==> src/sv/pmm_pkg.sv <==
package pmm_pkg;

    localparam int MASS_W  = 58;
    localparam int H_CNT_W = 14;
    localparam int C_CNT_W = 14;
    localparam int N_CNT_W = 13;
    localparam int O_CNT_W = 12;
    localparam int S_CNT_W = 11;

    localparam int DEF_MAX_RESIDUES  = 1024;
    localparam int DEF_FRACTION_BITS = 40;

    localparam int NUM_CODES = 21;
    localparam int IDX_W     = $clog2(NUM_CODES);

    localparam longint unsigned DEC_DEN    = 64'd100000000000;
    localparam longint unsigned MASS_H_DEC = 64'd100782503207;
    localparam longint unsigned MASS_C_DEC = 64'd1200000000000;
    localparam longint unsigned MASS_N_DEC = 64'd1400307400480;
    localparam longint unsigned MASS_O_DEC = 64'd1599491461956;
    localparam longint unsigned MASS_S_DEC = 64'd3197207100000;

    typedef struct packed {
        logic [7:0] residue;
        logic       last;
    } t_in;

    typedef struct packed {
        logic [MASS_W-1:0]  mass_fixed;
        logic [H_CNT_W-1:0] hydrogen_count;
        logic [C_CNT_W-1:0] carbon_count;
        logic [N_CNT_W-1:0] nitrogen_count;
        logic [O_CNT_W-1:0] oxygen_count;
        logic [S_CNT_W-1:0] sulfur_count;
        logic               too_long;
    } t_out;

    typedef struct packed {
        logic [3:0] h;
        logic [3:0] c;
        logic [2:0] n;
        logic [1:0] o;
        logic       s;
    } t_atoms;

    typedef struct packed {
        logic             vld;
        logic             hit;
        logic [IDX_W-1:0] idx;
        logic             last;
    } t_item;

    typedef logic [MASS_W-1:0] t_mass_tab [NUM_CODES];

    localparam logic [7:0] CODES [NUM_CODES] = '{
        8'h41, 8'h43, 8'h63, 8'h44, 8'h45, 8'h46, 8'h47, 8'h48, 8'h49, 8'h4B, 8'h4C,
        8'h4D, 8'h4E, 8'h50, 8'h51, 8'h52, 8'h53, 8'h54, 8'h56, 8'h57, 8'h59
    };

    localparam t_atoms ATOMS [NUM_CODES] = '{
        '{4'd5,  4'd3,  3'd1, 2'd1, 1'b0},
        '{4'd5,  4'd3,  3'd1, 2'd1, 1'b1},
        '{4'd8,  4'd5,  3'd2, 2'd2, 1'b1},
        '{4'd5,  4'd4,  3'd1, 2'd3, 1'b0},
        '{4'd7,  4'd5,  3'd1, 2'd3, 1'b0},
        '{4'd9,  4'd9,  3'd1, 2'd1, 1'b0},
        '{4'd3,  4'd2,  3'd1, 2'd1, 1'b0},
        '{4'd7,  4'd6,  3'd3, 2'd1, 1'b0},
        '{4'd11, 4'd6,  3'd1, 2'd1, 1'b0},
        '{4'd12, 4'd6,  3'd2, 2'd1, 1'b0},
        '{4'd11, 4'd6,  3'd1, 2'd1, 1'b0},
        '{4'd9,  4'd5,  3'd1, 2'd1, 1'b1},
        '{4'd6,  4'd4,  3'd2, 2'd2, 1'b0},
        '{4'd7,  4'd5,  3'd1, 2'd1, 1'b0},
        '{4'd8,  4'd5,  3'd2, 2'd2, 1'b0},
        '{4'd12, 4'd6,  3'd4, 2'd1, 1'b0},
        '{4'd5,  4'd3,  3'd1, 2'd2, 1'b0},
        '{4'd7,  4'd4,  3'd1, 2'd2, 1'b0},
        '{4'd9,  4'd5,  3'd1, 2'd1, 1'b0},
        '{4'd10, 4'd11, 3'd2, 2'd1, 1'b0},
        '{4'd9,  4'd9,  3'd1, 2'd2, 1'b0}
    };

    function automatic longint unsigned fixed_mass(longint unsigned num, int frac);
        longint unsigned q;
        longint unsigned rem;
        longint unsigned acc;
        int              i;
        q   = num / DEC_DEN;
        rem = num % DEC_DEN;
        acc = 0;
        for (i = 0; i <= frac; i++) begin
            rem = rem << 1;
            acc = acc << 1;
            if (rem >= DEC_DEN) begin
                rem = rem - DEC_DEN;
                acc = acc | 64'd1;
            end
        end
        return (q << frac) + ((acc + 64'd1) >> 1);
    endfunction

    function automatic t_mass_tab residue_mass_rom(int frac);
        t_mass_tab       tab;
        longint unsigned sum;
        int              i;
        for (i = 0; i < NUM_CODES; i++) begin
            sum = 64'(ATOMS[i].h) * fixed_mass(MASS_H_DEC, frac)
                + 64'(ATOMS[i].c) * fixed_mass(MASS_C_DEC, frac)
                + 64'(ATOMS[i].n) * fixed_mass(MASS_N_DEC, frac)
                + 64'(ATOMS[i].o) * fixed_mass(MASS_O_DEC, frac)
                + 64'(ATOMS[i].s) * fixed_mass(MASS_S_DEC, frac);
            tab[i] = sum[MASS_W-1:0];
        end
        return tab;
    endfunction

    function automatic logic [MASS_W-1:0] water_mass(int frac);
        longint unsigned sum;
        sum = 64'd2 * fixed_mass(MASS_H_DEC, frac) + fixed_mass(MASS_O_DEC, frac);
        return sum[MASS_W-1:0];
    endfunction

endpackage

==> src/sv/pmm_in_stage.sv <==
module pmm_in_stage (
    input  logic          i_clk,
    input  logic          i_rst_n,
    input  logic          i_in_valid,
    input  pmm_pkg::t_in  i_in,
    output logic          o_in_stall,
    input  logic          i_take,
    output pmm_pkg::t_item o_item
);
    import pmm_pkg::*;

    logic             r_vld;
    logic             r_hit;
    logic [IDX_W-1:0] r_idx;
    logic             r_last;
    logic             n_hit;
    logic [IDX_W-1:0] n_idx;

    always_comb begin
        n_hit = 1'b0;
        n_idx = '0;
        for (int i = 0; i < NUM_CODES; i++) begin
            if (i_in.residue == CODES[i]) begin
                n_hit = 1'b1;
                n_idx = IDX_W'(i);
            end
        end
    end

    assign o_in_stall = r_vld && !i_take;

    always_ff @(posedge i_clk) begin
        if (!i_rst_n) begin
            r_vld <= 1'b0;
        end else if (!o_in_stall) begin
            r_vld <= i_in_valid;
        end
    end

    always_ff @(posedge i_clk) begin
        if (!o_in_stall && i_in_valid) begin
            r_hit  <= n_hit;
            r_idx  <= n_idx;
            r_last <= i_in.last;
        end
    end

    assign o_item = '{vld: r_vld, hit: r_hit, idx: r_idx, last: r_last};

endmodule

==> src/sv/pmm_accum.sv <==
module pmm_accum #(
    parameter int MAX_RESIDUES  = pmm_pkg::DEF_MAX_RESIDUES,
    parameter int FRACTION_BITS = pmm_pkg::DEF_FRACTION_BITS
) (
    input  logic           i_clk,
    input  logic           i_rst_n,
    input  pmm_pkg::t_item i_item,
    output logic           o_take,
    output logic           o_out_valid,
    input  logic           i_out_stall,
    output pmm_pkg::t_out  o_out
);
    import pmm_pkg::*;

    localparam int RES_W  = $clog2(MAX_RESIDUES + 1);
    localparam int H_NEED = $clog2(12 * MAX_RESIDUES + 3);
    localparam int C_NEED = $clog2(11 * MAX_RESIDUES + 1);
    localparam int N_NEED = $clog2(4 * MAX_RESIDUES + 1);
    localparam int O_NEED = $clog2(3 * MAX_RESIDUES + 2);
    localparam int S_NEED = $clog2(MAX_RESIDUES + 1);
    localparam int H_W = (H_NEED > H_CNT_W) ? H_NEED : H_CNT_W;
    localparam int C_W = (C_NEED > C_CNT_W) ? C_NEED : C_CNT_W;
    localparam int N_W = (N_NEED > N_CNT_W) ? N_NEED : N_CNT_W;
    localparam int O_W = (O_NEED > O_CNT_W) ? O_NEED : O_CNT_W;
    localparam int S_W = (S_NEED > S_CNT_W) ? S_NEED : S_CNT_W;

    localparam t_mass_tab         RES_MASS = residue_mass_rom(FRACTION_BITS);
    localparam logic [MASS_W-1:0] WATER    = water_mass(FRACTION_BITS);

    logic [H_W-1:0]    r_h, n_h;
    logic [C_W-1:0]    r_c, n_c;
    logic [N_W-1:0]    r_n, n_n;
    logic [O_W-1:0]    r_o, n_o;
    logic [S_W-1:0]    r_s, n_s;
    logic [MASS_W-1:0] r_mass, n_mass;
    logic [RES_W-1:0]  r_res, n_res;
    logic              r_ovf, n_ovf;
    logic              r_out_vld;
    t_out              r_out;
    logic              out_free;
    logic              full;
    logic              add;
    t_atoms            atoms;

    assign out_free = !r_out_vld || !i_out_stall;
    assign o_take   = i_item.vld && (!i_item.last || out_free);
    assign full     = r_res >= RES_W'(MAX_RESIDUES);
    assign add      = !full && i_item.hit;
    assign atoms    = ATOMS[i_item.idx];

    always_comb begin
        n_h    = r_h + (add ? H_W'(atoms.h) : '0);
        n_c    = r_c + (add ? C_W'(atoms.c) : '0);
        n_n    = r_n + (add ? N_W'(atoms.n) : '0);
        n_o    = r_o + (add ? O_W'(atoms.o) : '0);
        n_s    = r_s + (add ? S_W'(atoms.s) : '0);
        n_mass = r_mass + (add ? RES_MASS[i_item.idx] : '0);
        n_res  = full ? r_res : r_res + RES_W'(1);
        n_ovf  = r_ovf | full;
    end

    always_ff @(posedge i_clk) begin
        if (!i_rst_n || (o_take && i_item.last)) begin
            r_h    <= H_W'(2);
            r_c    <= '0;
            r_n    <= '0;
            r_o    <= O_W'(1);
            r_s    <= '0;
            r_mass <= WATER;
            r_res  <= '0;
            r_ovf  <= 1'b0;
        end else if (o_take) begin
            r_h    <= n_h;
            r_c    <= n_c;
            r_n    <= n_n;
            r_o    <= n_o;
            r_s    <= n_s;
            r_mass <= n_mass;
            r_res  <= n_res;
            r_ovf  <= n_ovf;
        end
    end

    always_ff @(posedge i_clk) begin
        if (!i_rst_n) begin
            r_out_vld <= 1'b0;
        end else if (o_take && i_item.last) begin
            r_out_vld <= 1'b1;
        end else if (!i_out_stall) begin
            r_out_vld <= 1'b0;
        end
    end

    always_ff @(posedge i_clk) begin
        if (o_take && i_item.last) begin
            r_out <= '{mass_fixed:     n_mass,
                       hydrogen_count: n_h[H_CNT_W-1:0],
                       carbon_count:   n_c[C_CNT_W-1:0],
                       nitrogen_count: n_n[N_CNT_W-1:0],
                       oxygen_count:   n_o[O_CNT_W-1:0],
                       sulfur_count:   n_s[S_CNT_W-1:0],
                       too_long:       n_ovf};
        end
    end

    assign o_out_valid = r_out_vld;
    assign o_out       = r_out;

`ifndef SYNTH
    a_res_bound: assert property (@(posedge i_clk) disable iff (!i_rst_n)
        r_res <= RES_W'(MAX_RESIDUES))
        else $error("residue count beyond limit");

    a_ovf_full: assert property (@(posedge i_clk) disable iff (!i_rst_n)
        r_ovf |-> (r_res == RES_W'(MAX_RESIDUES)))
        else $error("overflow flag without full count");

    a_last_emits: assert property (@(posedge i_clk) disable iff (!i_rst_n)
        (o_take && i_item.last) |=> r_out_vld)
        else $error("last beat produced no result");

    a_last_clears: assert property (@(posedge i_clk) disable iff (!i_rst_n)
        (o_take && i_item.last) |=> (r_h == H_W'(2) && r_o == O_W'(1) && r_res == '0
                                     && r_mass == WATER && !r_ovf))
        else $error("totals not cleared after last beat");

    a_no_drop: assert property (@(posedge i_clk) disable iff (!i_rst_n)
        (i_item.vld && i_item.last && r_out_vld && i_out_stall) |-> !o_take)
        else $error("last beat taken while result held");
`endif

endmodule

==> src/sv/peptide_monoisotopic_mass_unit.sv <==
// Result: a last residue beat is registered in the input stage, and when the
// accumulator takes it, the result and its valid flag are registered at the output.
// Throughput: one residue beat per cycle; a last beat waits only while a
// previous result is still held at the output.
// Reset: synchronous, active low; presets the totals to one water molecule and
// clears the residue count, the overflow flag and both valid flags.
module peptide_monoisotopic_mass_unit #(
    parameter int MAX_RESIDUES  = pmm_pkg::DEF_MAX_RESIDUES,
    parameter int FRACTION_BITS = pmm_pkg::DEF_FRACTION_BITS
) (
    input  logic          i_clk,
    input  logic          i_rst_n,
    input  logic          i_in_valid,
    output logic          o_in_stall,
    input  pmm_pkg::t_in  i_in,
    output logic          o_out_valid,
    input  logic          i_out_stall,
    output pmm_pkg::t_out o_out
);
    import pmm_pkg::*;

    t_item item;
    logic  take;

    pmm_in_stage u_in_stage (
        .i_clk      (i_clk),
        .i_rst_n    (i_rst_n),
        .i_in_valid (i_in_valid),
        .i_in       (i_in),
        .o_in_stall (o_in_stall),
        .i_take     (take),
        .o_item     (item)
    );

    pmm_accum #(
        .MAX_RESIDUES  (MAX_RESIDUES),
        .FRACTION_BITS (FRACTION_BITS)
    ) u_accum (
        .i_clk       (i_clk),
        .i_rst_n     (i_rst_n),
        .i_item      (item),
        .o_take      (take),
        .o_out_valid (o_out_valid),
        .i_out_stall (i_out_stall),
        .o_out       (o_out)
    );

endmodule
==> config.mk <==
export PLATFORM = sky130hd
export DESIGN_NAME = peptide_monoisotopic_mass_unit
export DESIGN_NICKNAME = d
export VERILOG_FILES = /design/src/sv/pmm_pkg.sv /design/src/sv/pmm_in_stage.sv /design/src/sv/pmm_accum.sv /design/src/sv/peptide_monoisotopic_mass_unit.sv
export SDC_FILE = /design/constraint.sdc
export NUM_CORES = 1
export LEC_CHECK = 0
export BUFFER_PORTS_ARGS = -buffer_cell sky130_fd_sc_hd__buf_2
export CAP_MARGIN = 10
export CORE_UTILIZATION = 31
export DETAILED_ROUTE_END_ITERATION = 10
export REMOVE_ABC_BUFFERS = 1
export SYNTH_ARGS = -nofsm -noshare
export SYNTH_HDL_FRONTEND = slang
export SYNTH_SLANG_ARGS = --single-unit
==> constraint.sdc <==
create_clock -name i_clk -period 5.8 [get_ports i_clk]
set_input_delay 1.74 -clock i_clk [delete_from_list [all_inputs] [get_ports i_clk]]
set_output_delay 1.74 -clock i_clk [all_outputs]
set_load 0.02 [all_outputs]
### After elaboration in Yosys (flattened, before gate mapping)

Memories as Yosys holds them, arrays and structs flattened.
Index checks and enable logic that the tools add are counted.

* reductions and logical operators: 18
* multiplexer cells: 32
* eq/ne operators: 22
* order comparisons: 2
* bitwise operators: 3
* add/sub/neg operators: 7

Operators by type and width (count)
* $mux W58: 3
* $eq A8 B7 Y1 const B: 21
* $add A58 B58 Y58: 1
* $mux W4: 10
* $add A14 B14 Y14: 2
* $mux W14: 2
* $mux W3: 9
* $reduce_or A20 Y1: 1
* $add A13 B13 Y13: 1
* $add A12 B12 Y12: 1
* $add A11 B1 Y11 const B: 1
* $add A11 B11 Y11: 1
* $ge A11 B11 Y1 const B: 1
* $logic_not A1 Y1: 7
* $ge A6 B6 Y1 const B: 1
* $mux W2: 3
* $not A5 Y6: 1
* $logic_and A1 B1 Y1: 5
* $mux W1: 5
* $reduce_or A5 Y1: 1
* $logic_or A1 B1 Y1: 3
* $ne A2 B1 Y1 const B: 1
* $reduce_and A2 Y1: 1
* $not A1 Y1: 1
* $or A1 B1 Y1: 1

* logic and storage cells: 107
* register bits: 266
* memories kept: 2
* output and inout bits: 125
* bits in read-only memories: 2304

Memories
* (name not given): depth 32, width 58, read ports 1, clocked after memory_dff 0, wr ports 0, line pmm_accum.sv:57 `n_mass = r_mass + (add ? RES_MASS[i_item.idx] : '0);`
* (name not given): depth 32, width 14, read ports 1, clocked after memory_dff 0, wr ports 0, line pmm_accum.sv:49 `assign atoms = ATOMS[i_item.idx];`

### Depth between registers and ports, before layout

Gate-level depths: netlist of the first run.

* word-level depth: 20
* depth in mapped cells: 21
* depth with buffers taken out: 20

### Modules after synthesis

A second synthesis of the first run with hierarchy kept.

* cell total of the unflattened synthesis: 1677
* area, all modules: 15068.2 sq um

By module, submodules not included
* pmm_accum: cells each 1606, times used 1, area each 14437.6 sq um
* pmm_in_stage: cells each 71, times used 1, area each 630.6 sq um

### Least setup slack after synthesis of the first run

OpenSTA, ideal clock, no wires.

* path type: input to register
* start: input port i_out_stall
* end: register u_accum.r_out (netlist bit u_accum.o_out[0]) (enable)
* data required time: 5.324 ns
* arrival: 4.624 ns
* path buffers: 1
* library setup time: 0.476 ns
* setup slack: 0.699 ns
* cell stages on the path: 5
* cell sequence: nand3_1 -> and2_0 -> clkbuf_1 -> nand2_1 -> inv_1

* longest elaborated chain between the ends: 5

RTL lines
* from (decl): line peptide_monoisotopic_mass_unit.sv:17 `input logic i_out_stall,`
* $logic_not A1 Y1: line pmm_accum.sv:45 `assign out_free = !r_out_vld || !i_out_stall;`
* $logic_or A1 B1 Y1: line pmm_accum.sv:45
* $logic_or A1 B1 Y1: line pmm_accum.sv:46 `assign o_take = i_item.vld && (!i_item.last || out_free);`
* $logic_and A1 B1 Y1: line pmm_accum.sv:46
* $logic_and A1 B1 Y1: line pmm_accum.sv:95 `if (o_take && i_item.last) begin`
* to (signal assigned): line pmm_accum.sv:96 `r_out <= '{mass_fixed: n_mass,`
* to (decl): line pmm_accum.sv:39 `t_out r_out;`

Every way passes these cells.
A chain may end at the register's enable or synchronous reset.

### Worst setup path in the final report of the first run

* start: register u_in_stage.r_idx[0]
* end: register u_accum.r_mass[57]

* longest elaborated chain between the ends: 6

RTL lines
* from (decl): line pmm_in_stage.sv:14 `logic [IDX_W-1:0] r_idx;`
* from (signal assigned): line pmm_in_stage.sv:43 `r_idx <= n_idx;`
* $not A5 Y6 (not written as such): line pmm_accum.sv:57
* $mem_v2 Z32 W58
* $mux W58 (not written as such) (2 in a row): line pmm_accum.sv:57
* $mux W58: line pmm_accum.sv:57
* $add A58 B58 Y58: line pmm_accum.sv:57
* to (signal assigned): line pmm_accum.sv:78 `r_mass <= n_mass;`
* to (decl): line pmm_accum.sv:35 `logic [MASS_W-1:0] r_mass, n_mass;`

Every way passes these cells. The select of a mux whose other input is x is not followed.

==> metrics.md, run 1 <==
| Metric | Value |
|---|---|
| Post-Synth Adder-Cell Area | 0.0751 |
| Fmax | 0.196 GHz |
| Worst Setup EP | u_accum.r_mass[57]$_SDFFE_PP0P_ |
| Initial Util | 0.314 |
| R2R Path Start | u_in_stage.r_idx[0]$_SDFFCE_PP0P_ |
| Avg Inst Size Synth | approximately 9 um2 |
| Flop-to-flop setup slack | between 600 and 700 ps |
| H-Tree Depth | 1 |
| Worst VDD drop | 223 uV |
| Gp weighted congestion | 0.939 |
| Compound-Gate Fraction of Synth Area | 0.157 |
| Final wirelength | slightly above 40,000 um |
| Least-Margin Pin Slew | ~960 ps |
| Yosys warns | 0 |
| Proportion of synthesized area in mux cells | 0.00743 |
| Crit path time final | 5110 ps |
| Chip height | approximately 220 um |
| Dpl cells | 2,354 |
| Placed cell areas | 16,300 um2 |
| Total negative setup slack | 0 ps |
| Final period utilization | 0.881 |
| Post-Syn Area | between 10,000 and 15,000 um2 |
| Worst Skew | between 15 and 20 ps |
| Final core occ | 0.361 |
| XOR/XNOR Fraction of Synth Area | 0.0981 |
| Sequential fraction of the synthesis area | 0.442 |
| # resized after CTS | 0 |
| Layout cells sized above 1 | 0.127 |
| Dominant synthesized flop cell | dfxtp_1 |
| Vias in the first global route | about 12,000 |
| Post-DR vias/cell | slightly above 5 |
| Required @ worst endpoint | ~6300 ps |
| Crit path from | u_in_stage.r_idx[0]$_SDFFCE_PP0P_ |
| Largest family of logic cells by synthesized area | simple AND/OR/NAND/NOR gates |
| Post-DP HPWL | between 20,000 and 30,000 um |
| Average wire per standard cell | ~17 um |
| Worst R2R Path Depth | 16 |
| Power Density | roughly 260 nW/um2 |
| Die X | 222 um |
| DRT iter0 DRCs | between 700 and 800 |
| Reg power frac | 0.462 |
| Rows | 80 |
| I/O pins | approximately 140 |
| Syn-to-layout area delta | 14.8% |
| Overall global routing resource usage | 0.164 |
| Simple-gate share of the synthesized area | 0.186 |
| Final std cells w/o fill | about 2,400 |
| Ant diodes | 0 |
| CTS tree | done |
| Hold Path Class | flop to flop |
| Pint | roughly 0.0033 W |
| Rel. slew slack | 0.362 |
| Vias post-DR | 12,300 |
| Reg clk slew, reported paths | 60 ps |
| Hold Fails Final Rpt | 0 |
| Startpoint Class | flop |
| Routed Antenna Nets | 0 |
| Worst EP arrival | about 5600 ps |
| # port buffers | ~140 |
| Cts hold-fix bufs | 0 |
| TritonRoute pass-1 iters | 5 |
| Synth Register Bits | around 270 |
| Residual DRC | 0 |
| First-pass GRT wire length | between 60,000 and 70,000 um |
| Leakage Power | 7.09 nW |
| Root Buffer | clkbuf_16 |
| Total Die Area | ~49,000 um2 |
| Max-Cap Viols | 0 |
| Design Power | 0.00447 W |
| Initial antenna violation count | 0 |
| Worst Setup End Kind | flop |
| Final setup vio count | 0 |
| Largest net degree at the start of global routing | 86 |
| Sw frac | 0.271 |
| Fin area | 17,200 um2 |
| Status | complete, no violations |
| Setup bufs post-CTS | 0 |
| Crit path max fanout | 12 |
| Count of different cell masters after synthesis | 70 |
| Overflow after GRT | 0 |
| Post-synth EDFFs | 130 |
| Switching power | 0.00121 W |
| Slew Limit Fails | 0 |
| Clk buf depth | 3 |
| CTS sink count | about 270 |
| Clk network pwr share | 0.402 |
| Logic pwr share | 0.137 |
| Cts bufs inserted | 28 |
| Total core area | between 40,000 and 50,000 um2 |
| Fin nets | approximately 1,900 |
| Synth Instances | about 1,700 |
| Clk_lat worst skew | 580 ps |
| CP Class | flop to flop |
| Unrepaired setup endpoints after global routing | false |
| FFs w/ async S/R, synth | 0 |
| Worst reg2reg path endpoint | u_accum.r_mass[57]$_SDFFE_PP0P_ |
==> power by group through the flow <==
stage	clock network, W	logic [W]	registers [W]
after floorplan	0	0.000381	0.00213
after global placement	0	0.000604	0.00210
after detailed placement	0	0.000606	0.00210
after CTS	0.00186	0.000611	0.00206
after global routing	0.00194	0.000673	0.00207
final	0.00180	0.000610	0.00206
==> final cells by class <==
type | instances | area, um2
Tap cell | 615 | 769
Timing Repair Buffer | 163 | 893
Clock buffer | 37 | 764
Multi-Input combinational cell | 1273 | 7860
Clock inverter | 15 | 165
Fill cell | 4887 | 30500
Sequential cell | 266 | 6630
Inverter | 37 | 141
==> critical path, stage by stage, from the launching register on <==
cell       delay, ps
edfxtp_1         540
inv_1            400
ha_1             460
o21ai_0          230
nor2_1            80
a2111oi_0        810
buf_4            230
ha_1             220
nand2_1          170
a211o_1          300
a21oi_1          140
or2_2            140
o211ai_2         110
o21ai_2          300
nand3_2          200
or4_1            540
a21oi_1          150
==> state kept, by name, indices dropped and copies added (netlist names), 5 cells and up <==
name              flops
u_accum.r_o          12
u_accum.r_n          13
u_accum.r_c          14
u_accum.r_s          11
u_accum.r_mass       58
u_in_stage.r_idx      5
u_accum.o_out       123
u_accum.r_h          14
u_accum.r_res        11
==> routing by layer <==
metal,up-vias,GRT usage,part of all wire
li1,6081,-,-
met1,5830,0.219,0.46
met2,313,0.273,0.47
met3,47,0.0223,0.048
met4,0,0.0475,0.021
met5,-,0,0
==> metrics by stage <==
stage          setup slack, ps  hold slack [ps]
2_1_floorplan            -1630              429
3_3_place_gp               770              443
3_5_place_dp               696              451
4_1_cts                    663              463
5_1_grt                    341              490
6_report                   688              461
==> cell usage after synthesis (all sizes together) (10+ instances only) <==
master  count  area [um2]
a21oi     158         791
dfxtp     136        2720
buf        25         125
nor3       15        80.1
ha         82        1030
and3       27         169
or3        13        81.3
nand4      24         150
mux2i      10         100
xnor2      72         631
o21ai      82         422
a21o       24         180
nand3      67         340
nor2      172         646
a211oi     18         135
o211ai     21         163
xor2       96         841
clkbuf     69         259
inv        35         131
nand2     253         950
nand2b     17         106
nor2b      10        62.6
edfxtp    130        3900
==> cells by family (layout without fill, tap and decap cells) <==
family / Yosys count / in the layout
adders and majority gates: 87 / 87
and+or+nand+nor: 627 / 627
DFF: 266 / 266
AOI/OAI and AO/OA: 380 / 380
muxes: 11 / 11
buffers and inverters: 131 / 252
xor gates and xnor gates: 168 / 168
==> placed cells by master (no fill, tap or decap), types with 17 or more instances in the layout <==
master / netlist / final
o21ai_1: 19 / 19
nand2_1: 253 / 251
a21o_1: 24 / 24
buf_4: 1 / 25
nor2_1: 172 / 172
a21oi_1: 158 / 158
o211ai_1: 20 / 20
ha_1: 82 / 82
nand2b_1: 17 / 17
xor2_1: 96 / 96
and3_1: 27 / 27
edfxtp_1: 130 / 130
nand4_1: 24 / 24
inv_1: 35 / 34
nand3_1: 66 / 66
o21ai_0: 60 / 60
a211oi_1: 18 / 18
dfxtp_1: 136 / 136
buf_2: 10 / 137
xnor2_1: 72 / 72
clkbuf_16: 0 / 28
==> how the worst min path moves through the flow <==
| stage | from | endpoint | slack [ps] | depth (start not counted) |
|---|---|---|---|---|
| 2_1_floorplan | u_accum.r_ovf$_SDFFE_PP0P_ | u_accum.r_ovf$_SDFFE_PP0P_ | 430 | 2 |
| 3_3_place_gp | u_accum.r_ovf$_SDFFE_PP0P_ | u_accum.r_ovf$_SDFFE_PP0P_ | 440 | 2 |
| 3_5_place_dp | u_accum.r_ovf$_SDFFE_PP0P_ | u_accum.r_ovf$_SDFFE_PP0P_ | 450 | 2 |
| 4_1_cts | u_accum.r_n[2]$_SDFFE_PP0P_ | u_accum.r_n[2]$_SDFFE_PP0P_ | 460 | 2 |
| 5_1_grt | u_accum.r_mass[43]$_SDFFE_PP0P_ | u_accum.r_mass[43]$_SDFFE_PP0P_ | 490 | 2 |
| 6_report | u_accum.r_ovf$_SDFFE_PP0P_ | u_accum.r_ovf$_SDFFE_PP0P_ | 460 | 2 |
Note: power is estimated with default switching activity, not from simulation.
==> run 2, diff against run 1 <==
--- a/config.mk
+++ b/config.mk
@@ -12,4 +12,5 @@
 export REMOVE_ABC_BUFFERS = 1
 export SYNTH_ARGS = -nofsm -noshare
 export SYNTH_HDL_FRONTEND = slang
+export SYNTH_HIERARCHICAL = 1
 export SYNTH_SLANG_ARGS = --single-unit
==> metrics.md, run 2 <==
| Metric | Value |
|---|---|
| TritonRoute pass-1 iters | 5 (unchanged) |
| Commonest non-fill, non-tap cell in the layout | nand2_1 (unchanged) |
| Total core area | 47,800 um2 (was 47,700 um2) |
| Rows | 80 (unchanged) |
| Largest net degree at the start of global routing | 83 (was 86) |
| Max reg flops | 123 (unchanged) |
| Post-DP HPWL | 28,600 um (was 30,000 um) |
| Cts bufs inserted | 28 (unchanged) |
| CP delay by family, top | compound AO/OA/AOI/OAI gates (unchanged) |
| Fin nets | 1,868 (was 1,869) |
| Worst EP arrival | 5460 ps (was 5610 ps) |
| Sequential fraction of the synthesis area | 0.440 (was 0.442) |
| Reg clk slew, reported paths | 60 ps (about the same) |
| Commonest cells after routing, fill and taps aside | nand2_1 (222), nor2_1 (172), a21oi_1 (152) (was nand2_1 (251), nor2_1 (172), a21oi_1 (158)) |
| Synth Register Bits | 266 (unchanged) |
| Slew Limit Fails | 0 (unchanged) |
| Unrepaired setup endpoints after global routing | false (unchanged) |
| Average wire per standard cell | 16.7 um (was 17.1 um) |
| Leakage Power | 6.85 nW (was 7.09 nW) |
| Post-DR vias/cell | 5.09 (was 5.10) |
| CP Class | flop to flop (unchanged) |
| Final period utilization | 0.857 (was 0.881) |
| Clk_lat worst skew | 570 ps (was 580 ps) |
| Count of different cell masters after synthesis | 73 (was 70) |
| Worst Skew | 16.5 ps (was 18.8 ps) |
| Post-synth EDFFs | 130 (unchanged) |
| Filler Cell Count | 4,880 (was 4,887) |
| Placement Setup Slack | 988 ps (was 696 ps) |
| Initial Util | 0.315 (was 0.314) |
| Final core occ | 0.361 (about the same) |
| Layout cells sized above 1 | 0.129 (was 0.127) |
| Sw frac | 0.291 (was 0.271) |
| Worst Setup End Kind | flop (unchanged) |
| Clk network pwr share | 0.366 (was 0.402) |
| Total Die Area | 49,500 um2 (was 49,300 um2) |
| # port buffers | 137 (unchanged) |
| Root Buffer | clkbuf_16 (unchanged) |
| Status | complete, no violations (unchanged) |
| Least-Margin Pin Slew | 954 ps (was 955 ps) |
| CTS tree | done (unchanged) |
| Area occupied by multi-input gates | 7860 um2 (unchanged) |
| Ranking of synthesized cells by area | edfxtp_1 (26%), dfxtp_1 (18%), ha_1 (6.8%) (unchanged) |
| DRT iter0 DRCs | 698 (was 768) |
| # resized after CTS | 0 (unchanged) |
| Most frequent cell after synthesis | nand2_1 (unchanged) |
| Final setup vio count | 0 (unchanged) |
| Clk buf depth | 3 (unchanged) |
| CP max stage delay | 570 ps (was 810 ps) |
| Gp weighted congestion | 0.947 (was 0.939) |
| Initial antenna violation count | 1 (was 0) |
| CP max stage cell | ha_1 (was a2111oi_0) |
| Hold Fails Final Rpt | 0 (unchanged) |
| Design Power | 0.00475 W (was 0.00447 W) |
| Pint | 0.00336 W (was 0.00326 W) |
| Crit path time final | 4970 ps (was 5110 ps) |
| Met1 Track Usage GR | 0.216 (was 0.219) |
| Crit path max fanout | 15 (was 12) |
| Startpoint Class | flop (unchanged) |
| Power Density | 275 nW/um2 (was 259 nW/um2) |
| Logic pwr share | 0.187 (was 0.137) |
| Syn-to-layout area delta | 14.5% (was 14.8%) |
| Synth cell count leaders | nand2_1 (224), nor2_1 (172), a21oi_1 (152), dfxtp_1 (136), edfxtp_1 (130) (was nand2_1 (253), nor2_1 (172), a21oi_1 (158), dfxtp_1 (136), edfxtp_1 (130)) |
| Die X | 222 um (about the same) |
| Routed Antenna Nets | 0 (unchanged) |
| Final std cells w/o fill | 2,405 (was 2,406) |
| Post-Syn Area | 15,100 um2 (was 15,000 um2) |
| Met3 usage | 0.0218 (was 0.0223) |
| Yosys warns | 6 (was 0) |
| Vias post-DR | 12,200 (was 12,300) |
| Register Area | 6630 um2 (unchanged) |
| First-pass GRT wire length | 64,400 um (was 65,000 um) |
| Max-Cap Viols | 0 (unchanged) |
| Overflow after GRT | 0 (unchanged) |
| Cells along the critical path | inv_1, ha_1, nand2_1, a311oi_1, a211oi_1, ha_1, nand3_1, nor3_1, o21ai_1, a211oi_2, o2111ai_2, nand3_2, a211oi_1, o21a_1, or4_1, a21oi_1 (was inv_1, ha_1, o21ai_0, nor2_1, a2111oi_0, buf_4, ha_1, nand2_1, a211o_1, a21oi_1, or2_2, o211ai_2, o21ai_2, nand3_2, or4_1, a21oi_1) |
| Ant diodes | 0 (unchanged) |
| Leading area contributor after synthesis | edfxtp_1 (unchanged) |
| Required @ worst endpoint | 6290 ps (about the same) |
| H-Tree Depth | 1 (unchanged) |
| Met2 Usage GRT | 0.262 (was 0.273) |
| Chip height | 222 um (about the same) |
| Rel. slew slack | 0.364 (was 0.362) |
| Synth Instances | 1,677 (was 1,670) |
| CTS sink count | 266 (unchanged) |
| Worst VDD drop | 176 uV (was 223 uV) |
| Grt peak-use layer | met2 (unchanged) |
| Setup bufs post-CTS | 0 (unchanged) |
| Dominant synthesized flop cell | dfxtp_1 (unchanged) |
| Reg power frac | 0.447 (was 0.462) |
| Fmax | 0.201 GHz (was 0.196 GHz) |
| FFs w/ async S/R, synth | 0 (unchanged) |
| Residual DRC | 0 (unchanged) |
| Vias in the first global route | 11,800 (about the same) |
| Synth top area share | 0.259 (was 0.260) |
| Avg Inst Size Synth | 8.99 um2 (was 8.98 um2) |
| Overall global routing resource usage | 0.160 (was 0.164) |
| Buf/Inv on CP | 1 (was 2) |
| WHS | 460 ps (was 461 ps) |
| I/O pins | 138 (unchanged) |
| Dpl cells | 2,353 (was 2,354) |
| Hold Path Class | flop to flop (unchanged) |
| Cts hold-fix bufs | 0 (unchanged) |
| Setup ws final | 828 ps (was 688 ps) |
| Final wirelength | 40,200 um (was 41,100 um) |
| Switching power | 0.00138 W (was 0.00121 W) |
==> run 2: cell count changes in the layout (fill, tap and decap cells not counted), sizes merged, moves of 5 or more <==
cell    before  now
nand2      253  225
a21oi      158  153
or2          7    2
inv         36   48
nand4       24   19
nor3        15   23
nand3       67   59
o211ai      21   11
a31oi        6   13
o31ai        4    9
nor2b       10   21
mux2i       10    5
==> run 2: final timing paths <==
kind                            depth (start not counted)  slack (ps)                               from                              end
worst max-delay path                                   16         830  u_in_stage/r_idx[1]$_SDFFCE_PP0P_  u_accum/r_mass[54]$_SDFFE_PP0P_
worst min register to register                          2         460    u_accum/r_mass[23]$_SDFFE_PP0P_  u_accum/r_mass[23]$_SDFFE_PP0P_
worst max register to register                         16         830  u_in_stage/r_idx[1]$_SDFFCE_PP0P_  u_accum/r_mass[54]$_SDFFE_PP0P_
worst min-delay path                                    2         460    u_accum/r_mass[23]$_SDFFE_PP0P_  u_accum/r_mass[23]$_SDFFE_PP0P_
==> run 2: cell families after synthesis <==
| family | after synthesis | synth area share |
|---|---|---|
| buffers and inverters | 151 | 0.0397 |
| AO/OA/AOI/OAI | 391 | 0.161 |
| adder cells (fa/ha/maj) | 87 | 0.0747 |
| AND/OR/NAND/NOR | 606 | 0.182 |
| XOR/XNOR | 170 | 0.0988 |
| flip-flops | 266 | 0.440 |
| multiplexers | 6 | 0.00407 |
==> run 2: worst register-to-register path, delay by kind of cell (launching register included) <==
family	cells	cell delay (ps)
compound gates	8	1840
fa+ha+maj	2	1040
buf+inv	1	330
flops	1	390
simple gates	5	1270
==> run 2: power by group through the flow <==
stage | clock network, W | registers (W) | logic, W
4_1_cts | 0.00180 | 0.00212 | 0.000887
3_3_place_gp | 0 | 0.00216 | 0.000879
3_5_place_dp | 0 | 0.00216 | 0.000881
2_1_floorplan | 0 | 0.00223 | 0.000540
6_report | 0.00174 | 0.00212 | 0.000887
5_1_grt | 0.00186 | 0.00213 | 0.000981
==> run 2: layout make-up <==
cell class / count / area share
repair buffers: 164 / 0.0537
clock buffers: 37 / 0.0450
multi-input cells: 1260 / 0.456
inverters: 48 / 0.0106
well taps: 615 / 0.0446
flip-flops and latches: 266 / 0.384
clock inverters: 15 / 0.00660
==> run 2: stage by stage <==
stage | setup TNS [ps] | cell area, um2
global route | 0 | 17300
finish | 0 | 17300
detailed placement | 0 | 16400
CTS | 0 | 17300
global placement | 0 | 16400
floorplan | -425430 | 14700
==> run 2: per-layer routing <==
layer  up-vias  wire length, um
li1       6066                -
met1      5809            18500
met2       302            18500
met3        70             1930
met4         0             1270
met5         -                0
==> run 3, diff against run 2 <==
--- a/config.mk
+++ b/config.mk
@@ -7,8 +7,10 @@
 export LEC_CHECK = 0
 export BUFFER_PORTS_ARGS = -buffer_cell sky130_fd_sc_hd__buf_2
 export CAP_MARGIN = 10
+export CORE_ASPECT_RATIO = 1.4
 export CORE_UTILIZATION = 31
 export DETAILED_ROUTE_END_ITERATION = 10
+export MAX_ROUTING_LAYER = met4
 export REMOVE_ABC_BUFFERS = 1
 export SYNTH_ARGS = -nofsm -noshare
 export SYNTH_HDL_FRONTEND = slang
==> metrics.md, run 3 (same netlist as run 2, synthesis figures left out) <==
| Metric | Value |
|---|---|
| I/O pins | 138 (unchanged) |
| WHS | 462 ps (was 460 ps) |
| Overall global routing resource usage | 0.173 (was 0.160) |
| Filler Cell Count | 4,925 (was 4,880) |
| # port buffers | 137 (unchanged) |
| Leakage Power | 6.92 nW (was 6.85 nW) |
| Initial Util | 0.314 (was 0.315) |
| TritonRoute pass-1 iters | 5 (unchanged) |
| Clk network pwr share | 0.368 (was 0.366) |
| Pint | 0.00342 W (was 0.00336 W) |
| Setup bufs post-CTS | 0 (unchanged) |
| Vias in the first global route | 12,100 (was 11,800) |
| Clk_lat worst skew | 550 ps (was 570 ps) |
| Required @ worst endpoint | 6240 ps (was 6290 ps) |
| Rows | 95 (was 80) |
| Commonest cells after routing, fill and taps aside | nand2_1 (222), nor2_1 (172), a21oi_1 (152) (unchanged) |
| Crit path max fanout | 10 (was 15) |
| H-Tree Depth | 1 (unchanged) |
| Total Die Area | 49,500 um2 (about the same) |
| Hold Path Class | flop to flop (unchanged) |
| CTS sink count | 266 (unchanged) |
| Die X | 188 um (was 222 um) |
| Total negative setup slack | 0 ps (unchanged) |
| Power Density | 276 nW/um2 (was 275 nW/um2) |
| Status | complete, no violations (unchanged) |
| Final period utilization | 0.860 (was 0.857) |
| Initial antenna violation count | 0 (was 1) |
| # resized after CTS | 0 (unchanged) |
| Fin nets | 1,881 (was 1,868) |
| Area occupied by multi-input gates | 7860 um2 (unchanged) |
| Crit path time final | 4990 ps (was 4970 ps) |
| Layout cells sized above 1 | 0.134 (was 0.129) |
| Max-Cap Viols | 0 (unchanged) |
| Fmax | 0.201 GHz (about the same) |
| Overflow after GRT | 0 (unchanged) |
| Ant diodes | 0 (unchanged) |
| Largest net degree at the start of global routing | 54 (was 83) |
| Vias post-DR | 12,400 (was 12,200) |
| Worst Skew | 11.8 ps (was 16.5 ps) |
| Commonest non-fill, non-tap cell in the layout | nand2_1 (unchanged) |
| Hold Fails Final Rpt | 0 (unchanged) |
| Register Area | 6630 um2 (unchanged) |
| Reg power frac | 0.442 (was 0.447) |
| Final wirelength | 42,300 um (was 40,200 um) |
| Total core area | 48,000 um2 (was 47,800 um2) |
| Post-DP HPWL | 30,600 um (was 28,600 um) |
| Sw frac | 0.287 (was 0.291) |
| First-pass GRT wire length | 66,500 um (was 64,400 um) |
| Cts hold-fix bufs | 0 (unchanged) |
| Post-DR vias/cell | 5.11 (was 5.09) |
| Residual DRC | 0 (unchanged) |
| CTS tree | done (unchanged) |
| Unrepaired setup endpoints after global routing | false (unchanged) |
| Slew Limit Fails | 0 (unchanged) |
| DRT iter0 DRCs | 738 (was 698) |
| Least-Margin Pin Slew | 881 ps (was 954 ps) |
| Rel. slew slack | 0.407 (was 0.364) |
| Average wire per standard cell | 17.4 um (was 16.7 um) |
| Syn-to-layout area delta | 15.3% (was 14.5%) |
| Worst VDD drop | 180 uV (was 176 uV) |
| Worst EP arrival | 5430 ps (was 5460 ps) |
| Worst Setup End Kind | flop (unchanged) |
| Clk buf depth | 3 (unchanged) |
| Switching power | 0.00138 W (about the same) |
| Routed Antenna Nets | 0 (unchanged) |
| Root Buffer | clkbuf_16 (unchanged) |
| Final setup vio count | 0 (unchanged) |
| Chip height | 263 um (was 222 um) |
| Max reg flops | 123 (unchanged) |
| Reg clk slew, reported paths | 70 ps (was 60 ps) |
| Cts bufs inserted | 26 (was 28) |
| Gp weighted congestion | 0.972 (was 0.947) |
| Startpoint Class | flop (unchanged) |
| CP Class | flop to flop (unchanged) |
| Logic pwr share | 0.190 (was 0.187) |
==> run 3: layer usage <==
metal  vias to the layer above  GRT usage  wire, um
met5                         -          -         0
met4                         0     0.0730      1710
met3                        90     0.0166      1660
met2                       301      0.305     21500
met1                      5952      0.198     17400
li1                       6080          -         -
==> run 3: path summary, 6_finish.rpt <==
path | startpoint | endpoint | slack (ps) | cells past startpoint
min reg2reg | u_accum/r_n[2]$_SDFFE_PP0P_ | u_accum/r_n[2]$_SDFFE_PP0P_ | 460 | 2
max | u_in_stage/r_idx[0]$_SDFFCE_PP0P_ | u_accum/r_mass[47]$_SDFFE_PP0P_ | 810 | 18
min | u_accum/r_n[2]$_SDFFE_PP0P_ | u_accum/r_n[2]$_SDFFE_PP0P_ | 460 | 2
max reg2reg | u_in_stage/r_idx[0]$_SDFFCE_PP0P_ | u_accum/r_mass[47]$_SDFFE_PP0P_ | 810 | 18
==> run 3: metrics by stage <==
step           instances  area (um2)  total power, W  setup WS (ps)  utilization
6_report            2431       17400         0.00480            814        0.362
5_1_grt             2431       17400         0.00502            374        0.362
4_1_cts             2431       17400         0.00487            802        0.362
3_5_place_dp        2383       16500         0.00307            826        0.343
3_3_place_gp        2383       16500         0.00307            862        0.343
2_1_floorplan       1574       14700         0.00277          -2190            -
==> run 3: cell type report <==
cell class	count	share of cell area
Timing Repair Buffer	179	0.0598
Clock buffer	32	0.0405
Sequential cell	266	0.381
Tap cell	630	0.0454
Inverter	48	0.0105
Clock inverter	16	0.0102
Multi-Input combinational cell	1260	0.452
==> run 3: worst max-delay path: stages (launching register included) <==
cell      delay, ps
edfxtp_1        580
inv_1           110
ha_1            500
buf_4           230
nand2b_1        130
a21boi_0        370
o21ai_0         140
o21a_1          210
ha_1            380
a21oi_1         260
o21ai_1         120
a21oi_1         210
o31ai_1          90
nor3_1          460
nand2_1         160
a31o_2          340
a31o_2          220
xor2_1          160
a32o_1          210
==> run 3: power groups by stage <==
stage	clock network, W	registers [W]	logic (W)
6_report	0.00177	0.00212	0.000911
4_1_cts	0.00183	0.00212	0.000912
3_3_place_gp	0	0.00216	0.000909
5_1_grt	0.00189	0.00213	0.00100
3_5_place_dp	0	0.00216	0.000905
2_1_floorplan	0	0.00223	0.000540
